## src/design/pwg_raster_line_run_encoder_macros.svh

```systemverilog
// assertion macros shared by the run encoder rtl
`ifndef PWG_RASTER_LINE_RUN_ENCODER_MACROS_SVH
`define PWG_RASTER_LINE_RUN_ENCODER_MACROS_SVH

// same-cycle implication, checked outside reset
`define PWGRLE_ASSERT_IMP(label, clk, rstn, ante, cons, msg) \
    label: assert property (@(posedge clk) disable iff (!(rstn)) (ante) |-> (cons)) \
        else $error(msg);

// next-cycle implication, checked outside reset
`define PWGRLE_ASSERT_NXT(label, clk, rstn, ante, cons, msg) \
    label: assert property (@(posedge clk) disable iff (!(rstn)) (ante) |=> (cons)) \
        else $error(msg);

`endif

```

## src/design/pwgrle_pkg.sv

```systemverilog
// shared types, constants and helpers of the raster line run encoder
package pwgrle_pkg;

    localparam int unsigned MAX_RUN_DEF = 128;
    localparam int unsigned PPR_DEF     = 4;

    localparam int unsigned PIX_W   = 24;
    localparam int unsigned GRAY_W  = 8;
    localparam int unsigned LEN_W   = 8;
    localparam int unsigned CNT_W   = 8;
    localparam int unsigned PCNT_W  = 3;
    localparam int unsigned RES_PIX = 4;

    // m_tdata layout, lowest bit first
    localparam int unsigned TD_CNT_LSB  = 0;
    localparam int unsigned TD_PCNT_LSB = TD_CNT_LSB + CNT_W;
    localparam int unsigned TD_PIX_LSB  = TD_PCNT_LSB + PCNT_W;
    localparam int unsigned TD_LOS_BIT  = TD_PIX_LSB + RES_PIX * PIX_W;
    localparam int unsigned TD_USED_W   = TD_LOS_BIT + 1;
    localparam int unsigned TDATA_W     = ((TD_USED_W + 7) / 8) * 8;
    localparam int unsigned TD_PAD_W    = TDATA_W - TD_USED_W;

    typedef enum logic [1:0] {
        MODE_EMPTY   = 2'd0,
        MODE_REPEAT  = 2'd1,
        MODE_LITERAL = 2'd2
    } run_mode_t;

    typedef enum logic [1:0] {
        DR_IDLE    = 2'd0,
        DR_COLLECT = 2'd1,
        DR_HOLD    = 2'd2
    } drain_state_t;

    // one run to emit; a repeat run carries its pixel and a length of one
    typedef struct packed {
        logic             lit;
        logic [CNT_W-1:0] count;
        logic [PIX_W-1:0] pixel;
        logic [LEN_W-1:0] len;
    } run_t;

    // runs closed by one accepted pixel
    typedef struct packed {
        run_t first;
        run_t second;
        logic second_vld;
        logic eol;
    } job_t;

    typedef struct packed {
        logic                          has_count;
        logic [CNT_W-1:0]              count_byte;
        logic [PCNT_W-1:0]             pixel_count;
        logic [RES_PIX-1:0][PIX_W-1:0] pix;
        logic                          line_done;
        logic                          last_of_step;
    } result_t;

    // literal count byte: 257 - n, or 0 for a single pixel
    function automatic logic [CNT_W-1:0] lit_count(input logic [LEN_W-1:0] n);
        logic [CNT_W:0] diff;
        diff = (CNT_W + 1)'(257) - {1'b0, n};
        return (n == LEN_W'(1)) ? '0 : diff[CNT_W-1:0];
    endfunction

endpackage

```

## src/design/pwgrle_store.sv

```systemverilog
// two-bank literal pixel store, even indexes in bank 0, odd in bank 1
module pwgrle_store #(
    parameter int unsigned ADDR_W = 6
) (
    input  logic                         aclk,
    input  logic                         wr0_en,
    input  logic [ADDR_W-1:0]            wr0_addr,
    input  logic [pwgrle_pkg::PIX_W-1:0] wr0_data,
    input  logic                         wr1_en,
    input  logic [ADDR_W-1:0]            wr1_addr,
    input  logic [pwgrle_pkg::PIX_W-1:0] wr1_data,
    input  logic [ADDR_W-1:0]            rd_addr,
    output logic [pwgrle_pkg::PIX_W-1:0] rd0_data,
    output logic [pwgrle_pkg::PIX_W-1:0] rd1_data
);

    localparam int unsigned BANK_DEPTH = 1 << ADDR_W;

    logic [pwgrle_pkg::PIX_W-1:0] bank0_mem [BANK_DEPTH];
    logic [pwgrle_pkg::PIX_W-1:0] bank1_mem [BANK_DEPTH];
    logic [pwgrle_pkg::PIX_W-1:0] rd0_reg;
    logic [pwgrle_pkg::PIX_W-1:0] rd1_reg;

    always_ff @(posedge aclk) begin
        if (wr0_en) begin
            bank0_mem[wr0_addr] <= wr0_data;
        end
        if (wr1_en) begin
            bank1_mem[wr1_addr] <= wr1_data;
        end
    end

    // a read issued on the cycle of a write to the same entry sees the new pixel
    always_ff @(posedge aclk) begin
        rd0_reg <= (wr0_en && (wr0_addr == rd_addr)) ? wr0_data : bank0_mem[rd_addr];
        rd1_reg <= (wr1_en && (wr1_addr == rd_addr)) ? wr1_data : bank1_mem[rd_addr];
    end

    assign rd0_data = rd0_reg;
    assign rd1_data = rd1_reg;

endmodule

```

## src/design/pwgrle_drain.sv

```systemverilog
// result sequencer: walks closed runs, packs beats and owns the output register
module pwgrle_drain #(
    parameter int unsigned PIXELS_PER_RESULT = pwgrle_pkg::PPR_DEF
) (
    input  logic                           aclk,
    input  logic                           aresetn,
    input  logic                           job_start,
    input  pwgrle_pkg::job_t               job,
    output logic                           busy,
    output logic [pwgrle_pkg::LEN_W-1:0]   rd_index,
    input  logic [pwgrle_pkg::PIX_W-1:0]   rd0_data,
    input  logic [pwgrle_pkg::PIX_W-1:0]   rd1_data,
    output logic                           m_tvalid,
    input  logic                           m_tready,
    output logic [pwgrle_pkg::TDATA_W-1:0] m_tdata,
    output logic                           m_tuser,
    output logic                           m_tlast
);

    pwgrle_pkg::drain_state_t state_reg, state_next;
    pwgrle_pkg::run_t         cur_reg, cur_next;
    pwgrle_pkg::run_t         nxt_reg, nxt_next;
    logic                     nxt_vld_reg, nxt_vld_next;
    logic                     eol_reg, eol_next;
    logic [pwgrle_pkg::LEN_W-1:0] pos_reg, pos_next;
    logic                     first_reg, first_next;
    logic [pwgrle_pkg::RES_PIX-1:0][pwgrle_pkg::PIX_W-1:0] stg_pix_reg, stg_pix_next;
    logic [pwgrle_pkg::PCNT_W-1:0] stg_cnt_reg, stg_cnt_next;
    pwgrle_pkg::result_t      hold_reg, hold_next;
    logic                     hold_done_reg, hold_done_next;
    pwgrle_pkg::result_t      out_reg;
    logic                     out_vld_reg, out_vld_next;

    pwgrle_pkg::result_t          built;
    pwgrle_pkg::result_t          out_data;
    logic                         out_load;
    logic                         out_free;
    logic [pwgrle_pkg::PIX_W-1:0] px;
    logic                         run_end;
    logic                         complete;
    logic                         all_done;

    assign out_free = !out_vld_reg || m_tready;

    always_comb begin
        px = cur_reg.lit ? (pos_reg[0] ? rd1_data : rd0_data) : cur_reg.pixel;
        run_end  = ((pos_reg + pwgrle_pkg::LEN_W'(1)) == cur_reg.len);
        complete = run_end ||
                   ((stg_cnt_reg + pwgrle_pkg::PCNT_W'(1)) ==
                    pwgrle_pkg::PCNT_W'(PIXELS_PER_RESULT));

        built.pix = stg_pix_reg;
        for (int i = 0; i < pwgrle_pkg::RES_PIX; i++) begin
            if (pwgrle_pkg::PCNT_W'(i) == stg_cnt_reg) begin
                built.pix[i] = px;
            end
        end
        built.has_count    = first_reg;
        built.count_byte   = first_reg ? cur_reg.count : '0;
        built.pixel_count  = stg_cnt_reg + pwgrle_pkg::PCNT_W'(1);
        built.last_of_step = run_end && !nxt_vld_reg;
        built.line_done    = run_end && !nxt_vld_reg && eol_reg;
    end

    always_comb begin
        state_next     = state_reg;
        cur_next       = cur_reg;
        nxt_next       = nxt_reg;
        nxt_vld_next   = nxt_vld_reg;
        eol_next       = eol_reg;
        pos_next       = pos_reg;
        first_next     = first_reg;
        stg_pix_next   = stg_pix_reg;
        stg_cnt_next   = stg_cnt_reg;
        hold_next      = hold_reg;
        hold_done_next = hold_done_reg;
        out_load       = 1'b0;
        out_data       = hold_reg;
        all_done       = 1'b0;

        case (state_reg)
            pwgrle_pkg::DR_IDLE: begin
                if (job_start) begin
                    cur_next     = job.first;
                    nxt_next     = job.second;
                    nxt_vld_next = job.second_vld;
                    eol_next     = job.eol;
                    pos_next     = '0;
                    first_next   = 1'b1;
                    stg_pix_next = '0;
                    stg_cnt_next = '0;
                    state_next   = pwgrle_pkg::DR_COLLECT;
                end
            end
            pwgrle_pkg::DR_COLLECT: begin
                pos_next = pos_reg + pwgrle_pkg::LEN_W'(1);
                if (!complete) begin
                    stg_pix_next = built.pix;
                    stg_cnt_next = stg_cnt_reg + pwgrle_pkg::PCNT_W'(1);
                end else begin
                    stg_pix_next = '0;
                    stg_cnt_next = '0;
                    first_next   = 1'b0;
                    if (run_end) begin
                        if (nxt_vld_reg) begin
                            cur_next     = nxt_reg;
                            nxt_vld_next = 1'b0;
                            pos_next     = '0;
                            first_next   = 1'b1;
                        end else begin
                            all_done = 1'b1;
                        end
                    end
                    if (out_free) begin
                        out_load   = 1'b1;
                        out_data   = built;
                        state_next = all_done ? pwgrle_pkg::DR_IDLE : pwgrle_pkg::DR_COLLECT;
                    end else begin
                        hold_next      = built;
                        hold_done_next = all_done;
                        state_next     = pwgrle_pkg::DR_HOLD;
                    end
                end
            end
            pwgrle_pkg::DR_HOLD: begin
                if (out_free) begin
                    out_load   = 1'b1;
                    out_data   = hold_reg;
                    state_next = hold_done_reg ? pwgrle_pkg::DR_IDLE : pwgrle_pkg::DR_COLLECT;
                end
            end
            default: begin
                state_next = pwgrle_pkg::DR_IDLE;
            end
        endcase

        if (out_load) begin
            out_vld_next = 1'b1;
        end else if (m_tready) begin
            out_vld_next = 1'b0;
        end else begin
            out_vld_next = out_vld_reg;
        end
    end

    always_ff @(posedge aclk) begin
        if (!aresetn) begin
            state_reg   <= pwgrle_pkg::DR_IDLE;
            out_vld_reg <= 1'b0;
        end else begin
            state_reg   <= state_next;
            out_vld_reg <= out_vld_next;
        end
    end

    always_ff @(posedge aclk) begin
        cur_reg       <= cur_next;
        nxt_reg       <= nxt_next;
        nxt_vld_reg   <= nxt_vld_next;
        eol_reg       <= eol_next;
        pos_reg       <= pos_next;
        first_reg     <= first_next;
        stg_pix_reg   <= stg_pix_next;
        stg_cnt_reg   <= stg_cnt_next;
        hold_reg      <= hold_next;
        hold_done_reg <= hold_done_next;
        if (out_load) begin
            out_reg <= out_data;
        end
    end

    // the store is read every cycle at the pixel the next cycle works on
    assign rd_index = pos_next;
    assign busy     = (state_reg != pwgrle_pkg::DR_IDLE);

    assign m_tvalid = out_vld_reg;
    assign m_tuser  = out_reg.has_count;
    assign m_tlast  = out_reg.line_done;
    assign m_tdata  = {{pwgrle_pkg::TD_PAD_W{1'b0}}, out_reg.last_of_step, out_reg.pix,
                       out_reg.pixel_count, out_reg.count_byte};

endmodule

```

## src/design/pwg_raster_line_run_encoder.sv

```systemverilog
// top level of the raster line run encoder
// Takes one pixel a beat and compresses each line into PackBits-style runs: a repeat
// run of 2 to MAX_RUN equal pixels gives count length-1 and the pixel once, a literal
// run of n pixels gives count 257-n (0 for one pixel) and the pixels. Each output beat
// carries an optional count byte and up to PIXELS_PER_RESULT pixels. A beat that
// only extends a run does not hold off the input, and the next one can follow at once. A
// beat that closes runs holds off the input while the pixels of those runs are emitted
// (a repeat run counts as one pixel) and while the output side stalls; the literal
// store delivers one pixel per cycle to the result packer while the output is free.
// Literal pixels live in a two-bank store so that starting a literal can write two
// pixels at once. gray_mode masks incoming pixels to bits 7:0 and may change only
// when idle.
`include "pwg_raster_line_run_encoder_macros.svh"

module pwg_raster_line_run_encoder #(
    parameter int unsigned MAX_RUN           = pwgrle_pkg::MAX_RUN_DEF,
    parameter int unsigned PIXELS_PER_RESULT = pwgrle_pkg::PPR_DEF
) (
    input  logic                           aclk,
    input  logic                           aresetn,
    // input pixels
    input  logic                           s_tvalid,
    output logic                           s_tready,
    input  logic [pwgrle_pkg::PIX_W-1:0]   s_tdata,   // pixel_value[23:0]
    input  logic                           s_tlast,   // end_of_line
    // encoded results
    output logic                           m_tvalid,
    input  logic                           m_tready,
    // count_byte[7:0], pixel_count[10:8], pixel_first[34:11], pixel_second[58:35],
    // pixel_third[82:59], pixel_fourth[106:83], last_of_step[107], zero[111:108]
    output logic [pwgrle_pkg::TDATA_W-1:0] m_tdata,
    output logic                           m_tuser,   // has_count
    output logic                           m_tlast,   // line_done
    // gray_mode register
    input  logic                           cfg_valid,
    output logic                           cfg_ready,
    input  logic                           cfg_data
);

    localparam int unsigned BANK_MIN = (MAX_RUN + 1) / 2;
    localparam int unsigned ADDR_W   = (BANK_MIN > 1) ? $clog2(BANK_MIN) : 1;
    localparam int unsigned LEN_W    = pwgrle_pkg::LEN_W;
    localparam int unsigned PIX_W    = pwgrle_pkg::PIX_W;

    logic                      gray_reg;
    pwgrle_pkg::run_mode_t     mode_reg, mode_next;
    logic [PIX_W-1:0]          rep_pix_reg, rep_pix_next;
    logic [LEN_W-1:0]          rep_len_reg, rep_len_next;
    logic [LEN_W-1:0]          lit_len_reg, lit_len_next;
    logic [PIX_W-1:0]          lit_last_reg, lit_last_next;

    logic                      accept;
    logic [PIX_W-1:0]          px;
    pwgrle_pkg::run_t          run_a;
    pwgrle_pkg::run_t          run_b;
    logic                      run_a_vld;
    pwgrle_pkg::job_t          job;
    logic                      job_start;
    logic                      busy;

    logic                      wr0_en, wr1_en;
    logic [ADDR_W-1:0]         wr0_addr, wr1_addr;
    logic [PIX_W-1:0]          wr0_data, wr1_data;
    logic [LEN_W-1:0]          rd_index;
    logic [PIX_W-1:0]          rd0_data, rd1_data;

    logic                      eol_beat;
    logic                      lit_open;
    logic                      lit_len_ok;
    logic [pwgrle_pkg::PCNT_W-1:0] beat_pcnt;
    logic                      pcnt_ok;
    logic                      done_beat;
    logic                      step_end;

    assign s_tready  = !busy;
    assign accept    = s_tvalid && s_tready;
    assign cfg_ready = 1'b1;

    always_comb begin
        px            = gray_reg ? {{(PIX_W - pwgrle_pkg::GRAY_W){1'b0}},
                                    s_tdata[pwgrle_pkg::GRAY_W-1:0]} : s_tdata;
        mode_next     = mode_reg;
        rep_pix_next  = rep_pix_reg;
        rep_len_next  = rep_len_reg;
        lit_len_next  = lit_len_reg;
        lit_last_next = lit_last_reg;
        run_a         = '0;
        run_b         = '0;
        run_a_vld     = 1'b0;
        wr0_en        = 1'b0;
        wr1_en        = 1'b0;
        wr0_addr      = '0;
        wr1_addr      = '0;
        wr0_data      = px;
        wr1_data      = px;

        if (accept) begin
            case (mode_reg)
                pwgrle_pkg::MODE_REPEAT: begin
                    if ((px == rep_pix_reg) && (rep_len_reg < LEN_W'(MAX_RUN))) begin
                        rep_len_next = rep_len_reg + LEN_W'(1);
                    end else if (rep_len_reg >= LEN_W'(2)) begin
                        run_a_vld    = 1'b1;
                        run_a.lit    = 1'b0;
                        run_a.count  = pwgrle_pkg::CNT_W'(rep_len_reg - LEN_W'(1));
                        run_a.pixel  = rep_pix_reg;
                        run_a.len    = LEN_W'(1);
                        rep_pix_next = px;
                        rep_len_next = LEN_W'(1);
                    end else begin
                        // lone candidate pixel and a different one open a literal
                        wr0_en        = 1'b1;
                        wr0_data      = rep_pix_reg;
                        wr1_en        = 1'b1;
                        wr1_data      = px;
                        lit_len_next  = LEN_W'(2);
                        lit_last_next = px;
                        mode_next     = pwgrle_pkg::MODE_LITERAL;
                    end
                end
                pwgrle_pkg::MODE_LITERAL: begin
                    if ((lit_len_reg < LEN_W'(2)) || (lit_len_reg > LEN_W'(MAX_RUN))) begin
                        mode_next    = pwgrle_pkg::MODE_REPEAT;
                        rep_pix_next = px;
                        rep_len_next = LEN_W'(1);
                    end else if (px == lit_last_reg) begin
                        // tentative last pixel starts a repeat run instead
                        run_a_vld    = 1'b1;
                        run_a.lit    = 1'b1;
                        run_a.count  = pwgrle_pkg::lit_count(lit_len_reg - LEN_W'(1));
                        run_a.len    = lit_len_reg - LEN_W'(1);
                        mode_next    = pwgrle_pkg::MODE_REPEAT;
                        rep_pix_next = px;
                        rep_len_next = LEN_W'(2);
                        lit_len_next = '0;
                    end else if (lit_len_reg >= LEN_W'(MAX_RUN)) begin
                        run_a_vld    = 1'b1;
                        run_a.lit    = 1'b1;
                        run_a.count  = pwgrle_pkg::lit_count(lit_len_reg);
                        run_a.len    = lit_len_reg;
                        lit_len_next = '0;
                        mode_next    = pwgrle_pkg::MODE_REPEAT;
                        rep_pix_next = px;
                        rep_len_next = LEN_W'(1);
                    end else begin
                        if (lit_len_reg[0]) begin
                            wr1_en   = 1'b1;
                            wr1_addr = lit_len_reg[ADDR_W:1];
                        end else begin
                            wr0_en   = 1'b1;
                            wr0_addr = lit_len_reg[ADDR_W:1];
                        end
                        lit_len_next  = lit_len_reg + LEN_W'(1);
                        lit_last_next = px;
                    end
                end
                default: begin
                    mode_next    = pwgrle_pkg::MODE_REPEAT;
                    rep_pix_next = px;
                    rep_len_next = LEN_W'(1);
                end
            endcase

            if (s_tlast) begin
                if (mode_next == pwgrle_pkg::MODE_LITERAL) begin
                    run_b.lit   = 1'b1;
                    run_b.count = pwgrle_pkg::lit_count(lit_len_next);
                    run_b.len   = lit_len_next;
                end else begin
                    run_b.lit   = 1'b0;
                    run_b.count = pwgrle_pkg::CNT_W'(rep_len_next - LEN_W'(1));
                    run_b.pixel = rep_pix_next;
                    run_b.len   = LEN_W'(1);
                end
                mode_next    = pwgrle_pkg::MODE_EMPTY;
                lit_len_next = '0;
                rep_len_next = '0;
            end
        end
    end

    always_comb begin
        job.first      = run_a_vld ? run_a : run_b;
        job.second     = run_b;
        job.second_vld = run_a_vld && s_tlast;
        job.eol        = s_tlast;
        job_start      = accept && (run_a_vld || s_tlast);
    end

    always_ff @(posedge aclk) begin
        if (!aresetn) begin
            gray_reg    <= 1'b0;
            mode_reg    <= pwgrle_pkg::MODE_EMPTY;
            rep_pix_reg <= '0;
            rep_len_reg <= '0;
            lit_len_reg <= '0;
        end else begin
            if (cfg_valid && cfg_ready) begin
                gray_reg <= cfg_data;
            end
            mode_reg    <= mode_next;
            rep_pix_reg <= rep_pix_next;
            rep_len_reg <= rep_len_next;
            lit_len_reg <= lit_len_next;
        end
    end

    always_ff @(posedge aclk) begin
        lit_last_reg <= lit_last_next;
    end

    pwgrle_store #(
        .ADDR_W (ADDR_W)
    ) u_store (
        .aclk     (aclk),
        .wr0_en   (wr0_en),
        .wr0_addr (wr0_addr),
        .wr0_data (wr0_data),
        .wr1_en   (wr1_en),
        .wr1_addr (wr1_addr),
        .wr1_data (wr1_data),
        .rd_addr  (rd_index[ADDR_W:1]),
        .rd0_data (rd0_data),
        .rd1_data (rd1_data)
    );

    pwgrle_drain #(
        .PIXELS_PER_RESULT (PIXELS_PER_RESULT)
    ) u_drain (
        .aclk      (aclk),
        .aresetn   (aresetn),
        .job_start (job_start),
        .job       (job),
        .busy      (busy),
        .rd_index  (rd_index),
        .rd0_data  (rd0_data),
        .rd1_data  (rd1_data),
        .m_tvalid  (m_tvalid),
        .m_tready  (m_tready),
        .m_tdata   (m_tdata),
        .m_tuser   (m_tuser),
        .m_tlast   (m_tlast)
    );

    assign eol_beat   = accept && s_tlast;
    assign lit_open   = (mode_reg == pwgrle_pkg::MODE_LITERAL);
    assign lit_len_ok = (lit_len_reg >= LEN_W'(2)) && (lit_len_reg <= LEN_W'(MAX_RUN));
    assign beat_pcnt  = m_tdata[pwgrle_pkg::TD_PCNT_LSB +: pwgrle_pkg::PCNT_W];
    assign pcnt_ok    = (beat_pcnt != '0) &&
                        (beat_pcnt <= pwgrle_pkg::PCNT_W'(PIXELS_PER_RESULT));
    assign done_beat  = m_tvalid && m_tlast;
    assign step_end   = m_tdata[pwgrle_pkg::TD_LOS_BIT];

    // an end of line always flushes, so the input must be held off next cycle
    `PWGRLE_ASSERT_NXT(a_eol_holds_input, aclk, aresetn, eol_beat, !s_tready, "eol not flushed")

    // an open literal always holds between two and MAX_RUN pixels
    `PWGRLE_ASSERT_IMP(a_literal_length, aclk, aresetn, lit_open, lit_len_ok, "bad literal length")

    `PWGRLE_ASSERT_IMP(a_beat_pixel_count, aclk, aresetn, m_tvalid, pcnt_ok, "bad pixel count")

    // line end only on the closing beat of a pixel's results
    `PWGRLE_ASSERT_IMP(a_line_done_closes, aclk, aresetn, done_beat, step_end, "early line end")

endmodule
```

## config.mk

```make
export PLATFORM = sky130hd
export DESIGN_NAME = pwg_raster_line_run_encoder
export DESIGN_NICKNAME = d
export VERILOG_FILES = /design/src/design/pwgrle_pkg.sv /design/src/design/pwgrle_store.sv /design/src/design/pwgrle_drain.sv /design/src/design/pwg_raster_line_run_encoder.sv
export VERILOG_INCLUDE_DIRS = /design/src /design/src/design
export SDC_FILE = /design/constraint.sdc
export NUM_CORES = 2
export LEC_CHECK = 0
export BUFFER_PORTS_ARGS = -buffer_cell sky130_fd_sc_hd__buf_2
export CAP_MARGIN = 30
export CORE_ASPECT_RATIO = 0.9
export CORE_MARGIN = 5
export CORE_UTILIZATION = 57
export DETAILED_ROUTE_END_ITERATION = 8
export GPL_ROUTABILITY_DRIVEN = 0
export MAX_ROUTING_LAYER = met4
export PLACE_DENSITY_LB_ADDON = 0.2
export SLEW_MARGIN = 30
export SYNTH_ARGS = -nofsm -noshare
export SYNTH_HDL_FRONTEND = slang
export SYNTH_SLANG_ARGS = --single-unit
```

## constraint.sdc

```tcl
create_clock -name aclk -period 9.4 [get_ports aclk]
set_input_delay 2.82 -clock aclk [delete_from_list [all_inputs] [get_ports aclk]]
set_output_delay 2.82 -clock aclk [all_outputs]
set_load 0.01 [all_outputs]
```

==> metrics <==
global route total overflow=0; cell count after synthesis=6,564; clk_skew=66.1 ps; Metal-1 WL=141 mm; slowest stage delay, CP=970 ps; status=finished clean; layout cells sized above 1=0.305; Die ar.=0.256 mm^2; total wire length=359 mm; clock root cell=clkbuf_16; leakage power=50.1 nW; CP Class=input pin to flop; Layout Cells excl Fill=10,500; pin count of the biggest net entering global routing=139; RSZ-0062 raised after global routing=false; post-synth cell types=86; Cells after DPL=9,783; ys async rst share=0; chip height=480 um; Vias=70,100; met2 wire length=158 mm; CTS buffer count=350; hold-fix buffer count after cts=0; count of final setup violators=0; Least-Margin Pin Slew=1100 ps; Worst R2R Setup Slack=3240 ps; initial antenna violation count=30; TNS Setup=0 ps; sequential fraction of the synthesis area=0.758; Crit. End Element=flop; Final Hold Vio Count=0; Max Slew Vio Count=0; Clock Sinks=3,554; Worst-path clk slew=60 ps; Critical Path Fanout Max=24; Cell Area, Synth=0.140 mm^2; fin worst setup slack=1800 ps; Min Clock Period, post-route=7600 ps; Core Rows=172; vias in the first global route=67,300; DRT iter0 DRCs=10,300; Initial Util=0.573; mean post-synth cell area=21.3 um^2; Crit path arrival time=8100 ps; H-tree Lvls=5; Max Buffers Root-to-Sink=4; top routing layer in use=met4; CTS tree=built; Buf+Inv Stages, Crit Path=1; post_cts resized=0; Max rail drop VDD=0.174 mV; DR vias/cell=6.71; CP Launch Type=input pin; final core utilization=0.647; max_slew headroom=0.267; Worst-Skew Late Latency=900 ps; Core Area=0.244 mm^2; top-level I/O count=148; Slowest cell on crit path=nor2_4; period utilisation layout=0.809; Die X=533 um; cells along the critical path=buf_2 -> xnor2_1 -> nand4_1 -> nor4_1 -> and4_1 -> a21oi_1 -> nand2_1 -> nor2_1 -> and3_1 -> nand3_1 -> nor2_4; Worst Path Required=9900 ps; CP delay by family, top=simple AND/OR/NAND/NOR gates; Place WS=1000 ps; Final nets=6,986; Fillers=15,700; ANT nets after route=0; #FFs+latches synth=3,554; DRT Pass-1 Iters=9; Setup Fix Bufs, Post-CTS=0; hpwl dp=220 mm; met3 WL=47.4 mm; maxcap violations=0; layout overhead on the synthesized area=13.0%; worst hold path class=flop to flop; fmax=0.132 GHz; first-pass GRT wire length=510 mm; Residual DRC=0; pwr dens=232 mW/mm^2; Post-synth EDFFs=3,508; Post-synth top flop=edfxtp_1; Overall Global Routing Usage=0.288; Ys Warns=0; I/O Buffers=142; Wirelength per Cell=34.3 um
==> synth_stat cells, types with 42 or more instances <==
cell type	number	area, um^2
inv_1	51	191
mux2_2	128	1440
a22oi_1	47	353
a21oi_1	73	365
dfxtp_1	46	921
clkbuf_1	273	1020
xnor2_1	42	368
and3_1	107	669
nor2b_1	57	357
nor2_1	240	901
edfxtp_1	3508	105000
buf_1	67	251
nand2_1	409	1540
mux4_2	1008	22700
o21ai_0	47	235
==> stage by stage <==
step           power [mW]  cell area, um^2  hold WS [ps]
2_1_floorplan        21.1           140000           478
5_1_grt              37.8           158000           513
4_1_cts              36.9           158000           505
6_report             36.8           158000           509
3_5_place_dp         23.2           147000           500
3_3_place_gp         23.1           146000           497
==> final timing paths <==
check                                                    start                                 end  depth (start not counted)
worst max-delay path                                s_tdata[4]  u_store.bank1_mem[61][2]$_DFFE_PP_                         11
worst min register to register  u_drain.hold_reg[86]$_DFFE_PP_       u_drain.m_tdata[95]$_DFFE_PP_                          2
worst max register to register           gray_reg$_SDFFE_PN0P_  u_store.bank1_mem[61][2]$_DFFE_PP_                         12
worst min-delay path            u_drain.hold_reg[86]$_DFFE_PP_       u_drain.m_tdata[95]$_DFFE_PP_                          2
==> tightest hold or removal path, delay by kind of cell, from the launching register on <==
family / cells / cell delay (ps)
DFF: 1 / 320
and+or+nand+nor: 2 / 90
==> final cells by class <==
type | instances | area (um^2) | share of cell area
diodes | 22 | 55.1 | 0.000348
clock buffers | 428 | 9240 | 0.0584
clock inverters | 208 | 2020 | 0.0128
inverters | 54 | 203 | 0.00128
multi-input cells | 2594 | 33300 | 0.210
flip-flops and latches | 3554 | 106000 | 0.671
well taps | 3219 | 4030 | 0.0254
repair buffers | 376 | 3230 | 0.0204
==> where the power goes <==
group	switching, mW	leakage [nW]	internal (mW)
clock network	5.87	5.49	7.96
logic	3.17	12.5	1.89
registers	0.102	32.1	17.8
==> cell families (layout without fill, tap and decap cells) <==
logic type | after synthesis | in the layout | share of synthesized area
buf+inv | 419 | 1066 | 0.0116
mux | 1163 | 1163 | 0.174
other cells | 2 | 27 | 0.0000536
xor+xnor | 70 | 70 | 0.00438
fa+ha+maj | 25 | 25 | 0.00223
compound gates | 330 | 330 | 0.0162
flops | 3554 | 3554 | 0.758
simple gates | 1001 | 1001 | 0.0330
==> routing by layer <==
layer  track usage  vias to the layer above
li1              -                    28100
met1         0.430                    37000
met2         0.397                     4410
met3        0.0799                      570
met4        0.0805                        0
met5             -                        -
==> layout by cell type, fill, tap and decap left out, types with 45 or more instances in the layout <==
| master | n |
|---|---|
| a21oi_1 | 69 |
| clkbuf_16 | 359 |
| mux4_2 | 1008 |
| clkbuf_1 | 69 |
| nor2_4 | 78 |
| mux2_2 | 121 |
| nor2b_1 | 48 |
| and3_1 | 107 |
| nor2_1 | 111 |
| clkinv_2 | 65 |
| dfxtp_1 | 45 |
| inv_1 | 47 |
| clkinv_1 | 73 |
| buf_4 | 183 |
| edfxtp_1 | 3508 |
| buf_2 | 142 |
| nand2_1 | 407 |
| a22oi_1 | 47 |
| nor2_2 | 52 |
(Power assumes the default switching activity.)
